[config.mk]
export PLATFORM = sky130hd
export DESIGN_NAME = bitmap_find_set_engine
export DESIGN_NICKNAME = d
export VERILOG_FILES = /design/src/rtl/bmfs_pkg.sv /design/src/rtl/bmfs_ctrl.sv /design/src/rtl/bmfs_dp.sv /design/src/rtl/bitmap_find_set_engine.sv
export VERILOG_INCLUDE_DIRS = /design/src /design/src/rtl
export SDC_FILE = /design/constraint.sdc
export NUM_CORES = 1
export LEC_CHECK = 0
export ABC_AREA = 1
export BUFFER_PORTS_ARGS = -buffer_cell sky130_fd_sc_hd__buf_2
export CORE_UTILIZATION = 40
export CTS_CLUSTER_SIZE = 10
export DETAILED_ROUTE_END_ITERATION = 7
export HOLD_SLACK_MARGIN = 0.05
export PLACE_DENSITY_LB_ADDON = 0.05
export SLEW_MARGIN = 20
export SYNTH_ARGS = -nofsm -noshare
export SYNTH_HDL_FRONTEND = slang
export SYNTH_SLANG_ARGS = --single-unit
[constraint.sdc]
create_clock -name clk -period 4.7 [get_ports clk]
set_input_delay 0.47 -clock clk [delete_from_list [all_inputs] [get_ports clk]]
set_output_delay 0.47 -clock clk [all_outputs]
set_load 0.05 [all_outputs]
[src/rtl/bitmap_find_set_engine_assert.svh]
// ----------------------------------------------------------------------------
// Bitmap find-set engine: assertion macros
// Shared concurrent checks, clocked on the rising edge, off during reset.
// ----------------------------------------------------------------------------
`ifndef BITMAP_FIND_SET_ENGINE_ASSERT_SVH
`define BITMAP_FIND_SET_ENGINE_ASSERT_SVH

// Same-cycle implication.
`define BMFS_ASSERT_IMP(label, clk, rst_n, ante, cons) \
    label: assert property (@(posedge clk) disable iff (!rst_n) (ante) |-> (cons)) \
        else $error("bmfs: same-cycle check failed");

// Next-cycle implication.
`define BMFS_ASSERT_NXT(label, clk, rst_n, ante, cons) \
    label: assert property (@(posedge clk) disable iff (!rst_n) (ante) |=> (cons)) \
        else $error("bmfs: next-cycle check failed");

`endif

[src/rtl/bmfs_pkg.sv]
// ----------------------------------------------------------------------------
// bmfs_pkg
// Types, codes and helper functions of the bitmap find-set engine.
// ----------------------------------------------------------------------------
`default_nettype none

package bmfs_pkg;

    localparam int MAX_BITS_DEF = 1024;
    localparam int IDX_W        = 10;
    localparam int SIZE_W       = 11;
    localparam int CMD_W        = 3;
    localparam int ADDR_SPACE   = 1 << IDX_W;
    localparam int WORD_W       = 32;
    localparam int BIT_SEL_W    = $clog2(WORD_W);

    typedef enum logic [CMD_W-1:0] {
        CMD_SET       = 3'd0,
        CMD_CLEAR     = 3'd1,
        CMD_READ      = 3'd2,
        CMD_FIND      = 3'd3,
        CMD_FIND_CLR  = 3'd4,
        CMD_NEXT_UP   = 3'd5,
        CMD_NEXT_DOWN = 3'd6
    } cmd_t;

    typedef enum logic [2:0] {
        ST_IDLE,
        ST_WR_RD,
        ST_WR_WB,
        ST_RD_RD,
        ST_RD_OUT,
        ST_SETUP,
        ST_SCAN,
        ST_HIT
    } state_t;

    typedef enum logic [1:0] {
        RES_ZERO,
        RES_BIT,
        RES_HIT
    } res_sel_t;

    typedef struct packed {
        logic     cmd_load;
        logic     mem_rd_idx;
        logic     wb_bit;
        logic     wb_clear;
        logic     scan_init;
        logic     scan_step;
        logic     res_load;
        res_sel_t res_sel;
    } ctrl_cmd_t;

    typedef struct packed {
        logic wr_ok;
        logic scan_none;
        logic hit;
        logic scan_end;
        logic clear_on_hit;
    } dp_status_t;

    // Bits strictly above k.
    function automatic logic [WORD_W-1:0] gt_mask(input logic [BIT_SEL_W-1:0] k);
        logic [WORD_W-1:0] ones;
        ones = '1;
        return (ones << 1) << k;
    endfunction

    // Bits strictly below k.
    function automatic logic [WORD_W-1:0] lt_mask(input logic [BIT_SEL_W-1:0] k);
        logic [WORD_W-1:0] ones;
        ones = '1;
        return ~(ones << k);
    endfunction

    // Bits at or below k.
    function automatic logic [WORD_W-1:0] le_mask(input logic [BIT_SEL_W-1:0] k);
        return ~gt_mask(k);
    endfunction

    function automatic logic [BIT_SEL_W-1:0] lsb_index(input logic [WORD_W-1:0] w);
        logic [BIT_SEL_W-1:0] idx;
        idx = '0;
        for (int i = WORD_W - 1; i >= 0; i--) begin
            if (w[i]) idx = BIT_SEL_W'(i);
        end
        return idx;
    endfunction

    function automatic logic [BIT_SEL_W-1:0] msb_index(input logic [WORD_W-1:0] w);
        logic [BIT_SEL_W-1:0] idx;
        idx = '0;
        for (int i = 0; i < WORD_W; i++) begin
            if (w[i]) idx = BIT_SEL_W'(i);
        end
        return idx;
    endfunction

endpackage

`default_nettype wire

[src/rtl/bmfs_ctrl.sv]
// ----------------------------------------------------------------------------
// bmfs_ctrl
// Command sequencer: steps each request through read, write-back or scan.
// ----------------------------------------------------------------------------
`default_nettype none

`include "bitmap_find_set_engine_assert.svh"

module bmfs_ctrl (
    input  wire logic                      clk,
    input  wire logic                      rst_n,
    input  wire logic                      start,
    input  wire logic [bmfs_pkg::CMD_W-1:0] cmd,
    input  wire bmfs_pkg::dp_status_t      st,
    output logic                           busy,
    output bmfs_pkg::ctrl_cmd_t            ctrl
);
    import bmfs_pkg::*;

    state_t state_reg;
    state_t state_next;

    always_ff @(posedge clk or negedge rst_n) begin
        if (!rst_n) begin
            state_reg <= ST_IDLE;
        end
        else begin
            state_reg <= state_next;
        end
    end

    assign busy = (state_reg != ST_IDLE);

    always_comb
    begin
        state_next   = state_reg;
        ctrl         = '0;
        ctrl.res_sel = RES_ZERO;
        unique case (state_reg)
            ST_IDLE:
            begin
                if (start) begin
                    ctrl.cmd_load = 1'b1;
                    unique case (cmd)
                        CMD_SET, CMD_CLEAR: state_next = ST_WR_RD;
                        CMD_READ:           state_next = ST_RD_RD;
                        CMD_FIND, CMD_FIND_CLR, CMD_NEXT_UP, CMD_NEXT_DOWN:
                                            state_next = ST_SETUP;
                        default:            ctrl.res_load = 1'b1;
                    endcase
                end
            end
            ST_WR_RD:
            begin
                if (st.wr_ok) begin
                    ctrl.mem_rd_idx = 1'b1;
                    state_next      = ST_WR_WB;
                end
                else begin
                    ctrl.res_load = 1'b1;
                    state_next    = ST_IDLE;
                end
            end
            ST_WR_WB:
            begin
                ctrl.wb_bit   = 1'b1;
                ctrl.res_load = 1'b1;
                state_next    = ST_IDLE;
            end
            ST_RD_RD:
            begin
                ctrl.mem_rd_idx = 1'b1;
                state_next      = ST_RD_OUT;
            end
            ST_RD_OUT:
            begin
                ctrl.res_load = 1'b1;
                ctrl.res_sel  = RES_BIT;
                state_next    = ST_IDLE;
            end
            ST_SETUP:
            begin
                if (st.scan_none) begin
                    ctrl.res_load = 1'b1;
                    state_next    = ST_IDLE;
                end
                else begin
                    ctrl.scan_init = 1'b1;
                    state_next     = ST_SCAN;
                end
            end
            ST_SCAN:
            begin
                ctrl.scan_step = 1'b1;
                if (st.hit) begin
                    state_next = ST_HIT;
                end
                else if (st.scan_end) begin
                    ctrl.res_load = 1'b1;
                    state_next    = ST_IDLE;
                end
            end
            ST_HIT:
            begin
                ctrl.wb_clear = st.clear_on_hit;
                ctrl.res_load = 1'b1;
                ctrl.res_sel  = RES_HIT;
                state_next    = ST_IDLE;
            end
            default:
            begin
                state_next = ST_IDLE;
            end
        endcase
    end

    `BMFS_ASSERT_NXT(a_res_then_idle, clk, rst_n, ctrl.res_load, state_reg == ST_IDLE)
    `BMFS_ASSERT_IMP(a_wb_after_read, clk, rst_n, ctrl.wb_bit, $past(ctrl.mem_rd_idx))
    `BMFS_ASSERT_NXT(a_hit_one_cycle, clk, rst_n, state_reg == ST_HIT, state_reg == ST_IDLE)

endmodule

`default_nettype wire

[src/rtl/bmfs_dp.sv]
// ----------------------------------------------------------------------------
// bmfs_dp
// Flag word store, size register, word-serial scan pipe and result registers.
// ----------------------------------------------------------------------------
`default_nettype none

`include "bitmap_find_set_engine_assert.svh"

module bmfs_dp #(
    parameter int MAX_BITS = bmfs_pkg::MAX_BITS_DEF
) (
    input  wire logic                        clk,
    input  wire logic                        rst_n,
    input  wire logic [bmfs_pkg::CMD_W-1:0]  cmd,
    input  wire logic [bmfs_pkg::IDX_W-1:0]  flag_index,
    input  wire logic                        range_check,
    input  wire logic                        cfg_wr_en,
    input  wire logic [bmfs_pkg::SIZE_W-1:0] cfg_wr_data,
    input  wire bmfs_pkg::ctrl_cmd_t         ctrl,
    output bmfs_pkg::dp_status_t             st,
    output logic                             done,
    output logic                             bit_value,
    output logic                             found,
    output logic [bmfs_pkg::IDX_W-1:0]       position
);
    import bmfs_pkg::*;

    localparam int LIVE_BITS = (MAX_BITS < ADDR_SPACE) ? MAX_BITS : ADDR_SPACE;
    localparam int NUM_WORDS = (LIVE_BITS + WORD_W - 1) / WORD_W;
    localparam int WADDR_W   = (NUM_WORDS > 1) ? $clog2(NUM_WORDS) : 1;
    localparam int VCNT_W    = $clog2(NUM_WORDS + 2);
    localparam logic [SIZE_W-1:0] LIVE_SIZE = SIZE_W'(LIVE_BITS);

    // Configuration and latched request
    logic [SIZE_W-1:0]    size_reg;
    logic [CMD_W-1:0]     cmd_reg;
    logic [IDX_W-1:0]     idx_reg;
    logic                 chk_reg;

    // Word store
    logic [WORD_W-1:0]    mem [NUM_WORDS];
    logic [NUM_WORDS-1:0] wvalid_reg;
    logic [WORD_W-1:0]    rd_data_reg;
    logic                 rd_valid_reg;

    // Scan pipe: issue stage and evaluate stage
    logic [WADDR_W-1:0]   iss_ptr_reg;
    logic [WADDR_W-1:0]   iss_ptr_next;
    logic [VCNT_W-1:0]    iss_left_reg;
    logic                 iss_first_reg;
    logic                 ev_valid_reg;
    logic [WADDR_W-1:0]   ev_ptr_reg;
    logic                 ev_first_reg;
    logic                 ev_last_reg;

    // Captured hit
    logic [WADDR_W-1:0]   hit_ptr_reg;
    logic [BIT_SEL_W-1:0] hit_bit_reg;
    logic [WORD_W-1:0]    hit_word_reg;

    // Result registers
    logic                 done_reg;
    logic                 bit_value_reg;
    logic                 found_reg;
    logic [IDX_W-1:0]     position_reg;

    logic                 idx_ok;
    logic                 idx_live;
    logic                 is_next;
    logic                 dir_down;
    logic [SIZE_W-1:0]    size_m1;
    logic [WADDR_W-1:0]   lastw;
    logic [BIT_SEL_W-1:0] tail_bit;
    logic [WADDR_W-1:0]   idx_word;
    logic [BIT_SEL_W-1:0] idx_bit;
    logic [WORD_W-1:0]    rd_word;
    logic [WORD_W-1:0]    live_mask;
    logic [WORD_W-1:0]    range_mask;
    logic [WORD_W-1:0]    cand;
    logic                 hit;
    logic [BIT_SEL_W-1:0] hit_bit;
    logic [WORD_W-1:0]    wr_word_mod;
    logic                 mem_we;
    logic                 mem_re;
    logic [WADDR_W-1:0]   mem_waddr;
    logic [WADDR_W-1:0]   mem_raddr;
    logic [WORD_W-1:0]    mem_wdata;

    always_ff @(posedge clk or negedge rst_n) begin
        if (!rst_n) begin
            size_reg <= LIVE_SIZE;
        end
        else if (cfg_wr_en) begin
            size_reg <= (cfg_wr_data > LIVE_SIZE) ? LIVE_SIZE : cfg_wr_data;
        end
    end

    always_ff @(posedge clk) begin
        if (ctrl.cmd_load) begin
            cmd_reg <= cmd;
            idx_reg <= flag_index;
            chk_reg <= range_check;
        end
    end

    assign idx_ok   = ({1'b0, idx_reg} < LIVE_SIZE);
    assign idx_live = ({1'b0, idx_reg} < size_reg);
    assign is_next  = (cmd_reg == CMD_NEXT_UP) || (cmd_reg == CMD_NEXT_DOWN);
    assign dir_down = (cmd_reg == CMD_NEXT_DOWN);
    assign size_m1  = size_reg - SIZE_W'(1);
    assign lastw    = WADDR_W'(size_m1 >> BIT_SEL_W);
    assign tail_bit = size_m1[BIT_SEL_W-1:0];
    assign idx_word = WADDR_W'(idx_reg >> BIT_SEL_W);
    assign idx_bit  = idx_reg[BIT_SEL_W-1:0];
    assign rd_word  = rd_valid_reg ? rd_data_reg : '0;

    assign st.wr_ok        = idx_ok && !(chk_reg && !idx_live);
    assign st.scan_none    = (size_reg == '0) || (is_next && !idx_live);
    assign st.clear_on_hit = (cmd_reg == CMD_FIND_CLR);

    // Evaluate the word returned for the previous issue
    always_comb
    begin
        live_mask = (ev_ptr_reg == lastw) ? le_mask(tail_bit) : '1;
        if (!is_next) begin
            range_mask = '1;
        end
        else if (ev_first_reg) begin
            range_mask = dir_down ? lt_mask(idx_bit) : gt_mask(idx_bit);
        end
        else if (ev_last_reg) begin
            range_mask = dir_down ? gt_mask(idx_bit) : lt_mask(idx_bit);
        end
        else begin
            range_mask = '1;
        end
    end

    assign cand        = rd_word & live_mask & range_mask;
    assign hit         = ev_valid_reg && (cand != '0);
    assign hit_bit     = dir_down ? msb_index(cand) : lsb_index(cand);
    assign st.hit      = hit;
    assign st.scan_end = ev_valid_reg && ev_last_reg && (cand == '0);

    always_comb
    begin
        if (dir_down) begin
            iss_ptr_next = (iss_ptr_reg == '0) ? lastw : iss_ptr_reg - WADDR_W'(1);
        end
        else begin
            iss_ptr_next = (iss_ptr_reg == lastw) ? '0 : iss_ptr_reg + WADDR_W'(1);
        end
    end

    always_ff @(posedge clk or negedge rst_n) begin
        if (!rst_n) begin
            iss_ptr_reg   <= '0;
            iss_left_reg  <= '0;
            iss_first_reg <= 1'b0;
            ev_valid_reg  <= 1'b0;
            ev_ptr_reg    <= '0;
            ev_first_reg  <= 1'b0;
            ev_last_reg   <= 1'b0;
        end
        else if (ctrl.scan_init) begin
            iss_ptr_reg   <= is_next ? idx_word : '0;
            iss_left_reg  <= VCNT_W'(lastw) + (is_next ? VCNT_W'(2) : VCNT_W'(1));
            iss_first_reg <= 1'b1;
            ev_valid_reg  <= 1'b0;
        end
        else if (ctrl.scan_step) begin
            ev_valid_reg <= (iss_left_reg != '0);
            ev_ptr_reg   <= iss_ptr_reg;
            ev_first_reg <= iss_first_reg;
            ev_last_reg  <= (iss_left_reg == VCNT_W'(1));
            if (iss_left_reg != '0) begin
                iss_ptr_reg   <= iss_ptr_next;
                iss_left_reg  <= iss_left_reg - VCNT_W'(1);
                iss_first_reg <= 1'b0;
            end
        end
    end

    always_ff @(posedge clk) begin
        if (ctrl.scan_step && hit) begin
            hit_ptr_reg  <= ev_ptr_reg;
            hit_bit_reg  <= hit_bit;
            hit_word_reg <= rd_word & ~(WORD_W'(1) << hit_bit);
        end
    end

    // Store access
    always_comb
    begin
        wr_word_mod          = rd_word;
        wr_word_mod[idx_bit] = (cmd_reg == CMD_SET);
    end

    assign mem_we    = ctrl.wb_bit || ctrl.wb_clear;
    assign mem_waddr = ctrl.wb_clear ? hit_ptr_reg : idx_word;
    assign mem_wdata = ctrl.wb_clear ? hit_word_reg : wr_word_mod;
    assign mem_re    = (ctrl.mem_rd_idx && idx_ok) || (ctrl.scan_step && (iss_left_reg != '0));
    assign mem_raddr = ctrl.scan_step ? iss_ptr_reg : idx_word;

    always_ff @(posedge clk) begin
        if (mem_we) begin
            mem[mem_waddr] <= mem_wdata;
        end
        if (mem_re) begin
            rd_data_reg <= mem[mem_raddr];
        end
    end

    // Words never written read as zero
    always_ff @(posedge clk or negedge rst_n) begin
        if (!rst_n) begin
            wvalid_reg   <= '0;
            rd_valid_reg <= 1'b0;
        end
        else begin
            if (mem_we) begin
                wvalid_reg[mem_waddr] <= 1'b1;
            end
            if (mem_re) begin
                rd_valid_reg <= wvalid_reg[mem_raddr];
            end
        end
    end

    // Result
    always_ff @(posedge clk or negedge rst_n) begin
        if (!rst_n) begin
            done_reg <= 1'b0;
        end
        else begin
            done_reg <= ctrl.res_load;
        end
    end

    always_ff @(posedge clk) begin
        if (ctrl.res_load) begin
            unique case (ctrl.res_sel)
                RES_BIT:
                begin
                    bit_value_reg <= idx_ok && rd_word[idx_bit];
                    found_reg     <= 1'b0;
                    position_reg  <= '0;
                end
                RES_HIT:
                begin
                    bit_value_reg <= 1'b0;
                    found_reg     <= 1'b1;
                    position_reg  <= (IDX_W'(hit_ptr_reg) << BIT_SEL_W) | IDX_W'(hit_bit_reg);
                end
                default:
                begin
                    bit_value_reg <= 1'b0;
                    found_reg     <= 1'b0;
                    position_reg  <= '0;
                end
            endcase
        end
    end

    assign done      = done_reg;
    assign bit_value = bit_value_reg;
    assign found     = found_reg;
    assign position  = position_reg;

    `BMFS_ASSERT_IMP(a_found_live, clk, rst_n, done_reg && found_reg, SIZE_W'(position_reg) < size_reg)
    `BMFS_ASSERT_IMP(a_no_rw_clash, clk, rst_n, mem_we, !mem_re)
    `BMFS_ASSERT_IMP(a_clear_after_hit, clk, rst_n, ctrl.wb_clear, $past(ctrl.scan_step && hit))

endmodule

`default_nettype wire

[src/rtl/bitmap_find_set_engine.sv]
// ----------------------------------------------------------------------------
// bitmap_find_set_engine
// Packed flag bitmap with set, clear, read, find-first and wrapping search.
// ----------------------------------------------------------------------------
//
//  channel   handshake              payload
//  -------   ---------------------  --------------------------------------
//  request   start && !busy         cmd, flag_index, range_check
//  result    done (one cycle)       bit_value, found, position
//  config    cfg_wr_en              cfg_wr_data (bits_in_use)
//
// Steps per request: set and clear read the word and then write it back,
// read reads the word and then loads the result, a write that the range
// check drops and the unused code load the result at once, and find and
// next searches set up, then scan the 32-bit words (live words, plus one
// more for a next search since the start word is seen twice) until a hit
// or the end. The single read port of the word store, one word a cycle,
// sets the scan length. The result strobe is registered from the result
// load and is never held off. Reset clears the bitmap at once through
// per-word valid bits, so no clearing pass is needed.
// ----------------------------------------------------------------------------
`default_nettype none

module bitmap_find_set_engine #(
    parameter int MAX_BITS = bmfs_pkg::MAX_BITS_DEF
) (
    input  wire logic                        clk,
    input  wire logic                        rst_n,
    input  wire logic                        start,
    output logic                             busy,
    input  wire logic [bmfs_pkg::CMD_W-1:0]  cmd,
    input  wire logic [bmfs_pkg::IDX_W-1:0]  flag_index,
    input  wire logic                        range_check,
    output logic                             done,
    output logic                             bit_value,
    output logic                             found,
    output logic [bmfs_pkg::IDX_W-1:0]       position,
    input  wire logic                        cfg_wr_en,
    input  wire logic [bmfs_pkg::SIZE_W-1:0] cfg_wr_data
);
    import bmfs_pkg::*;

    // Commands from the sequencer, status back from the datapath
    ctrl_cmd_t  ctrl;
    dp_status_t st;

    // Sequencer: walks each request through its read, write-back or scan steps
    bmfs_ctrl u_ctrl (
        .clk   (clk),
        .rst_n (rst_n),
        .start (start),
        .cmd   (cmd),
        .st    (st),
        .busy  (busy),
        .ctrl  (ctrl)
    );

    // Datapath: word store with valid bits, size register, scan pipe, result
    bmfs_dp #(
        .MAX_BITS (MAX_BITS)
    ) u_dp (
        .clk         (clk),
        .rst_n       (rst_n),
        .cmd         (cmd),
        .flag_index  (flag_index),
        .range_check (range_check),
        .cfg_wr_en   (cfg_wr_en),
        .cfg_wr_data (cfg_wr_data),
        .ctrl        (ctrl),
        .st          (st),
        .done        (done),
        .bit_value   (bit_value),
        .found       (found),
        .position    (position)
    );

endmodule

`default_nettype wire

Word-level counts from Yosys, hierarchy flattened
Memory sizes are Yosys's and may differ from the RTL's. A register that Yosys moved wholly into a read port is not among the register bits.
Index checks and enable logic that the tools add are counted.
{ "classes": {"add_sub_neg": 5, "magnitude_cmp": 7, "eq_ne": 24, "shift": 4, "muxes": 127, "bitwise_logic": 9, "reduce_logical": 32} }
{ "op_table": {"columns": ["op", "count"], "rows": [
  ["5-bit two-way mux", 58],
  ["32-bit two-way mux", 8],
  ["32-bit AND", 3],
  ["32-bit inverter", 3],
  ["32-bit by 5-bit << shifter with 32-bit output (first input constant)", 3],
  ["32-bit bitwise mux", 1],
  ["32-bit logical NOT", 1],
  ["4-bit two-way mux", 8],
  ["32-bit bitwise OR", 1],
  ["32-bit nonzero test", 1],
  ["1-bit by 5-bit << shifter with 32-bit output (first input constant)", 1],
  ["3-bit equality test (second input constant)", 10],
  ["1-bit two-way mux", 27],
  ["3-bit two-way mux", 8],
  ["5-bit by 6-bit < comparator with 1-bit output (second input constant)", 3],
  ["6-bit two-way mux", 3],
  ["3-bit one-hot mux with 6 select lines", 1],
  ["3-bit by 2-bit equality test with 1-bit output (second input constant)", 4],
  ["11-bit > comparator (second input constant)", 1],
  ["11-bit logical NOT", 1],
  ["10-bit by 11-bit < comparator with 1-bit output", 1],
  ["11-bit two-way mux", 1],
  ["1-bit binary-select mux with 5-bit select", 2],
  ["1-bit demux with 5-bit select", 2],
  ["35 further kinds", 56]
]} }
{ "totals": {"reg_bits": 136, "ramBits": 1024, "input_bits": 29, "out_inout_bits": 14, "word_cells": 230, "memories": 1} }
{ "mem_list": {"columns": ["memory", "depth", "word_bits", "rd", "rd_clocked_by_memory_dff", "wr", "line", "source"], "rows": [
  ["u_dp.mem", 32, 32, 1, 1, 1, "bmfs_dp.sv:41", "logic [WORD_W-1:0] mem [NUM_WORDS];"]
]} }

Logic depth before layout (Yosys ltp)
{ "logic_depth": {"depth_word": 43, "mapped_depth": 49, "depth_no_buf": 48} }

Modules after synthesis
A second synthesis with hierarchy kept.
{ "hier_totals": {"hier_cells": 4247, "hier_area_um2": 50648.6} }
{ "by_module_without_submodules": {"columns": ["mod", "instances", "cells_per_inst", "area_each_um2", "seq_area_each_um2"], "rows": [
  ["bmfs_dp", 1, 4184, 50299.5, 35380.2],
  ["bmfs_ctrl", 1, 63, 349.1, 75.1]
]} }

Worst setup path after synthesis
Ideal clock, no wire load.
{ "synth_path": {"kind": "reg2reg", "start": "register u_dp.size_reg[0]", "end": "register u_ctrl.state_reg[1]", "setup_ns": 0.083, "arrival_ns": 4.913, "required_time_ns": 4.617, "setup_slack_ns": -0.296, "path_stages_with_launch": 27, "n_path_buf": 1, "synth_period_minus_slack_ns": 4.996, "path_cell_list": "dfrtp_1 > inv_1 > ha_1 > nand2_2 > nor2_1 > nand2_1 > nand2_2 > nand2_1 > nand2_2 > nor2_8 > nand2_4 > nor2_4 > buf_6 > a221o_1 > nand2_1 > nor2_1 > nand2_1 > inv_1 > nand2_1 > nor3_1 > nor2_1 > inv_1 > nor2_1 > inv_1 > nand3_1 > nor2_1 > o21ai_0"} }
{ "synth_via": {"elab_chain_cells": 10, "elab_cells_between_ends": 23, "classes_between": "add/sub (1); order compare (1); eq/ne (2); shift (1); mux (5); bitwise (3); reduce/logical (10)"} }
{ "synth_lines": {"columns": ["element", "line", "source"], "rows": [
  ["start, declared", "bmfs_dp.sv:35", "logic [SIZE_W-1:0] size_reg;"],
  ["start signal, assigned", "bmfs_dp.sv:94", "size_reg <= (cfg_wr_data > LIVE_SIZE) ? LIVE_SIZE : cfg_wr_data;"],
  ["10-bit by 1-bit subtractor with 10-bit output", "bmfs_dp.sv:110", "assign size_m1 = size_reg - SIZE_W'(1);"],
  ["32-bit by 5-bit << shifter with 32-bit output", "bmfs_pkg.sv:67", "return (ones << 1) << k;"],
  ["32-bit inverter", "bmfs_pkg.sv:79", "return ~gt_mask(k);"],
  ["32-bit two-way mux", "bmfs_dp.sv:124", "live_mask = (ev_ptr_reg == lastw) ? le_mask(tail_bit) : '1;"],
  ["32-bit AND (2 in series)", "bmfs_dp.sv:139", "assign cand = rd_word & live_mask & range_mask;"],
  ["32-bit nonzero test or 32-bit logical NOT (tied branches)", "bmfs_dp.sv:140, bmfs_dp.sv:143", null],
  ["1-bit logical AND (on tied branches)", "bmfs_dp.sv:140, bmfs_dp.sv:143", null],
  ["3-bit two-way mux or 3-bit by 2-bit != test with 1-bit output (tied branches)", null, null],
  ["3-bit one-hot mux with 6 select lines or 3-bit AND reduction (tied branches)", null, null],
  ["end signal, assigned", "bmfs_ctrl.sv:28", "state_reg <= state_next;"],
  ["end, declared", "bmfs_ctrl.sv:20", "state_t state_reg;"]
]} }
Several ways; a longest one is shown, not always the timed one.
A chain may end at the register's enable or synchronous reset.

Worst setup path after layout
{ "layout_path": {"start": "register u_dp.cmd_reg[0]", "end": "register u_dp.hit_word_reg[24], data pin"} }
{ "layout_via": {"elab_chain_cells": 42, "elab_cells_between_ends": 76, "classes_between": "eq/ne (2); shift (1); mux (69); bitwise (3); reduce/logical (1)"} }
{ "layout_lines": {"columns": ["element", "line", "source"], "rows": [
  ["start, declared", "bmfs_dp.sv:36", "logic [CMD_W-1:0] cmd_reg;"],
  ["start signal, assigned", "bmfs_dp.sv:100", "cmd_reg <= cmd;"],
  ["3-bit equality test", "bmfs_dp.sv:108, bmfs_dp.sv:109", null],
  ["32-bit two-way mux", "bmfs_dp.sv:132", "range_mask = dir_down ? gt_mask(idx_bit) : lt_mask(idx_bit);"],
  ["32-bit two-way mux", "bmfs_dp.sv:131", "else if (ev_last_reg) begin"],
  ["32-bit two-way mux", "bmfs_dp.sv:128", "else if (ev_first_reg) begin"],
  ["32-bit two-way mux", "bmfs_dp.sv:125", "if (!is_next) begin"],
  ["32-bit AND", "bmfs_dp.sv:139", null],
  ["5-bit two-way mux (32 in series)", "bmfs_pkg.sv:86", "if (w[i]) idx = BIT_SEL_W'(i);"],
  ["5-bit two-way mux (*)", "bmfs_dp.sv:141", "assign hit_bit = dir_down ? msb_index(cand) : lsb_index(cand);"],
  ["net u_dp.hit_bit[1]", "bmfs_dp.sv:81", "logic [BIT_SEL_W-1:0] hit_bit;"],
  ["1-bit by 5-bit << shifter with 32-bit output (*)", "bmfs_dp.sv:188", "hit_word_reg <= rd_word & ~(WORD_W'(1) << hit_bit);"],
  ["32-bit inverter (*)", "bmfs_dp.sv:188", null],
  ["32-bit AND (*)", "bmfs_dp.sv:188", null],
  ["end signal, assigned", "bmfs_dp.sv:188", null],
  ["end, declared", "bmfs_dp.sv:59", "logic [WORD_W-1:0] hit_word_reg;"]
]} }
The timed path passes the listed nets; every way through them passes the cells marked *.

==> flow_summary.ini <==
[worst_setup_path]
crit_path_max_fanout = 15
critPathLaunchType = flop
crit_buf_inv = 7
path_class = flop to flop
critical_path_arrival_ns = 4.95
critical_path.max_stage_delay_ns = 0.43
critPathCaptureType = flop
crit_slowest_cell = o21ai_0
critical-path-top-delay-family = compound AO/OA/AOI/OAI gates
critPathRequiredTime_ns = 5.21
path_common_cell = nand2_1

[min_path]
hp-class = primary input to flop

[logic_synthesis]
ys.flop_type = edfxtp_1
synth_top_family_by_area = compound AO/OA/AOI/OAI gates
seq_area_frac_synth = 0.696
synthXorXnorAreaFrac = 0.00255
synth_seq_cells = 1192
syn_area_um2 = 51000
yosysWarnings = 0
ys_types = 54
syn_nets = 4150
synth_simple_gate_area_share = 0.0976
synthAdderAreaFrac = 0.00506
synth-edff-count = 1124
avgSynthCellArea_um2 = 12.4
synth_cells = 4101
synth_mux_area_frac = 0.0328
synth_compound_area_frac = 0.129
async_flop_share = 0.0570

[power]
ir_drop_mv = 0.418
power.leakage_uw = 0.0212
power_density_nw_per_um2 = 594

[layout]
regArea_um2 = 35500
n_antenna_cell = 0
multi_input_area_um2 = 14300
largest_register_ffs = 1024
nets = 4395
final_area_um2 = 60100
regMostFlops = u_dp.mem
fin_util = 0.477
fillCellCount = 11200
final_common_cell = edfxtp_1
layout-drive-gt1-share = 0.153
syn_to_final_growth_pct = 18.0
layout_common_cells = edfxtp_1 (1124), nor2_1 (584), o21ai_0 (429)

[cts]
clockBufferDepth = 3
cts_root_buf = clkbuf_16
clock_sinks = 1192
htree_levels = 4
clock_latency_ns = 0.78
cts_tree = yes
clk_pin_slew_worst_paths_ns = 0.06
cts_buffers = 142

[global_route]
globalRouteOverflowTotal = 0
antenna_found_initial = 0
grt_pass1_vias = 34000
grt_pass1_wl_um = 249000
grt_max_degree = 74
grt_usage = 0.268

[drt]
drc = 0
wl_per_cell_um = 28.7
dr_total_vias = 35200
drtPass1Iterations = 6
antenna_left = 0
routed_wirelength_um = 174000
vias_per_cell = 5.81
first_iter_violations = 3599

[sta]
period_share = 0.943
drv_slew = 0
setup_viol = 0
fin_worst_skew_ns = 0.0298
finalSetupTns_ns = 0
rsz0062_at_grt = true
max_slew_margin = 0.292
fmax_ghz = 0.226
setup_slack_ns = 0.268
tightest_slew_ns = 1.06
final.min_clock_period_ns = 4.43
hold_viol_final = 0

[place]
dp_hpwl_um = 101000
place_area_um2 = 55300
gp_congestion = 1.02
pre_cts_slack_ns = 0.204
portBuffers = 42

[floorplanning]
core-area_um2 = 126000
initial_core_util = 0.404
die_w_um = 359
io_pins = 43
die_h_um = 359
die-area_um2 = 129000
num_rows = 130

[run_status]
status = finished, final reports clean

[run]
drv_cap = 0
-- path summary, 6_finish.rpt --
| kind | start | endpoint | slack [ns] | depth (start not counted) |
|---|---|---|---|---|
| setup / recovery | u_dp.cmd_reg[0] | u_dp.hit_word_reg[24] | 0.27 | 25 |
| setup reg to reg | u_dp.cmd_reg[0] | u_dp.hit_word_reg[24] | 0.27 | 25 |
| hold / removal | start | u_ctrl.state_reg[0] | 0.11 | 5 |
| max in group asynchronous | rst_n | u_dp.wvalid_reg[0] | 3.34 | 3 |
| min in group asynchronous | rst_n | u_dp.iss_left_reg[3] | 0.35 | 2 |
| hold reg to reg | u_dp.wvalid_reg[27] | u_dp.wvalid_reg[27] | 0.46 | 2 |
-- synth_stat cells, types with 78 or more instances --
library cell,n,area (um2)
inv_1,224,841
o32ai_1,89,780
o211ai_1,80,601
a21oi_1,78,390
nand3_1,151,756
nand2_1,316,1190
nor2_1,630,2360
edfxtp_1,1124,33800
clkbuf_1,227,852
o221ai_1,166,1450
o21ai_0,463,2320
mux2i_1,167,1670
-- routing by layer --
layer / up-vias / track usage / wire, um
met5: - / 0 / 0
met1: 17900 / 0.383 / 78600
met3: 268 / 0.0342 / 9060
met2: 1219 / 0.418 / 80000
li1: 15800 / - / -
met4: 0 / 0.0978 / 5930
-- metrics by stage --
step	cells	hold WS (ns)	total power (uW)
after CTS	6027	0.0561	35800
after floorplan	4101	0.174	20800
after detailed placement	5803	0.446	25700
final	6049	0.113	35700
after global placement	5803	0.438	25700
after global routing	6049	0.105	37300
-- layout make-up --
type | instances | area share
Inverter | 236 | 0.0152
Sequential cell | 1192 | 0.590
Timing Repair Buffer | 358 | 0.0549
Clock buffer | 176 | 0.0632
Multi-Input combinational cell | 2416 | 0.238
Clock inverter | 21 | 0.00487
Tap cell | 1650 | 0.0343
-- kinds of logic after synthesis --
family	count (synthesis)
simple gates	1197
flops	1192
compound gates	1018
buf+inv	493
mux	167
fa+ha+maj	20
xor+xnor	14
-- timing repair --
item                       CTS  global route
hold buffers                27             0
setup buffers                0            21
resized for setup            0            69
hold endpoints to repair    56             0
setup endpoints to repair    0            32
-- worst reg2reg max path: stages, from the launching register on --
cell and delay (ns):
edfxtp_1 0.40, nor2_1 0.12, nand2_1 0.05, buf_4 0.17, buf_12 0.16, nor2_2 0.12
inv_2 0.08, buf_4 0.17, nor2_1 0.20, nor3_1 0.07, o21ai_0 0.43, o2111ai_1 0.27
nand2_1 0.14, inv_1 0.06, a21oi_1 0.18, nor2_1 0.06, o21ai_0 0.14, a21oi_1 0.08
o21ba_2 0.19, o21ai_0 0.29, nand2_1 0.20, buf_4 0.19, nor2_4 0.19, nand4_1 0.11
nand2_1 0.10, inv_1 0.04
-- power breakdown --
group	switching, uW	internal, uW	total (uW)	leakage (uW)
sequential	336	13900	14200	0.0111
clock	4240	5810	10000	0.00198
combinational	8100	3390	11500	0.00812
total	12700	23100	35700	0.0212
Power figures use the tool's default switching activity.
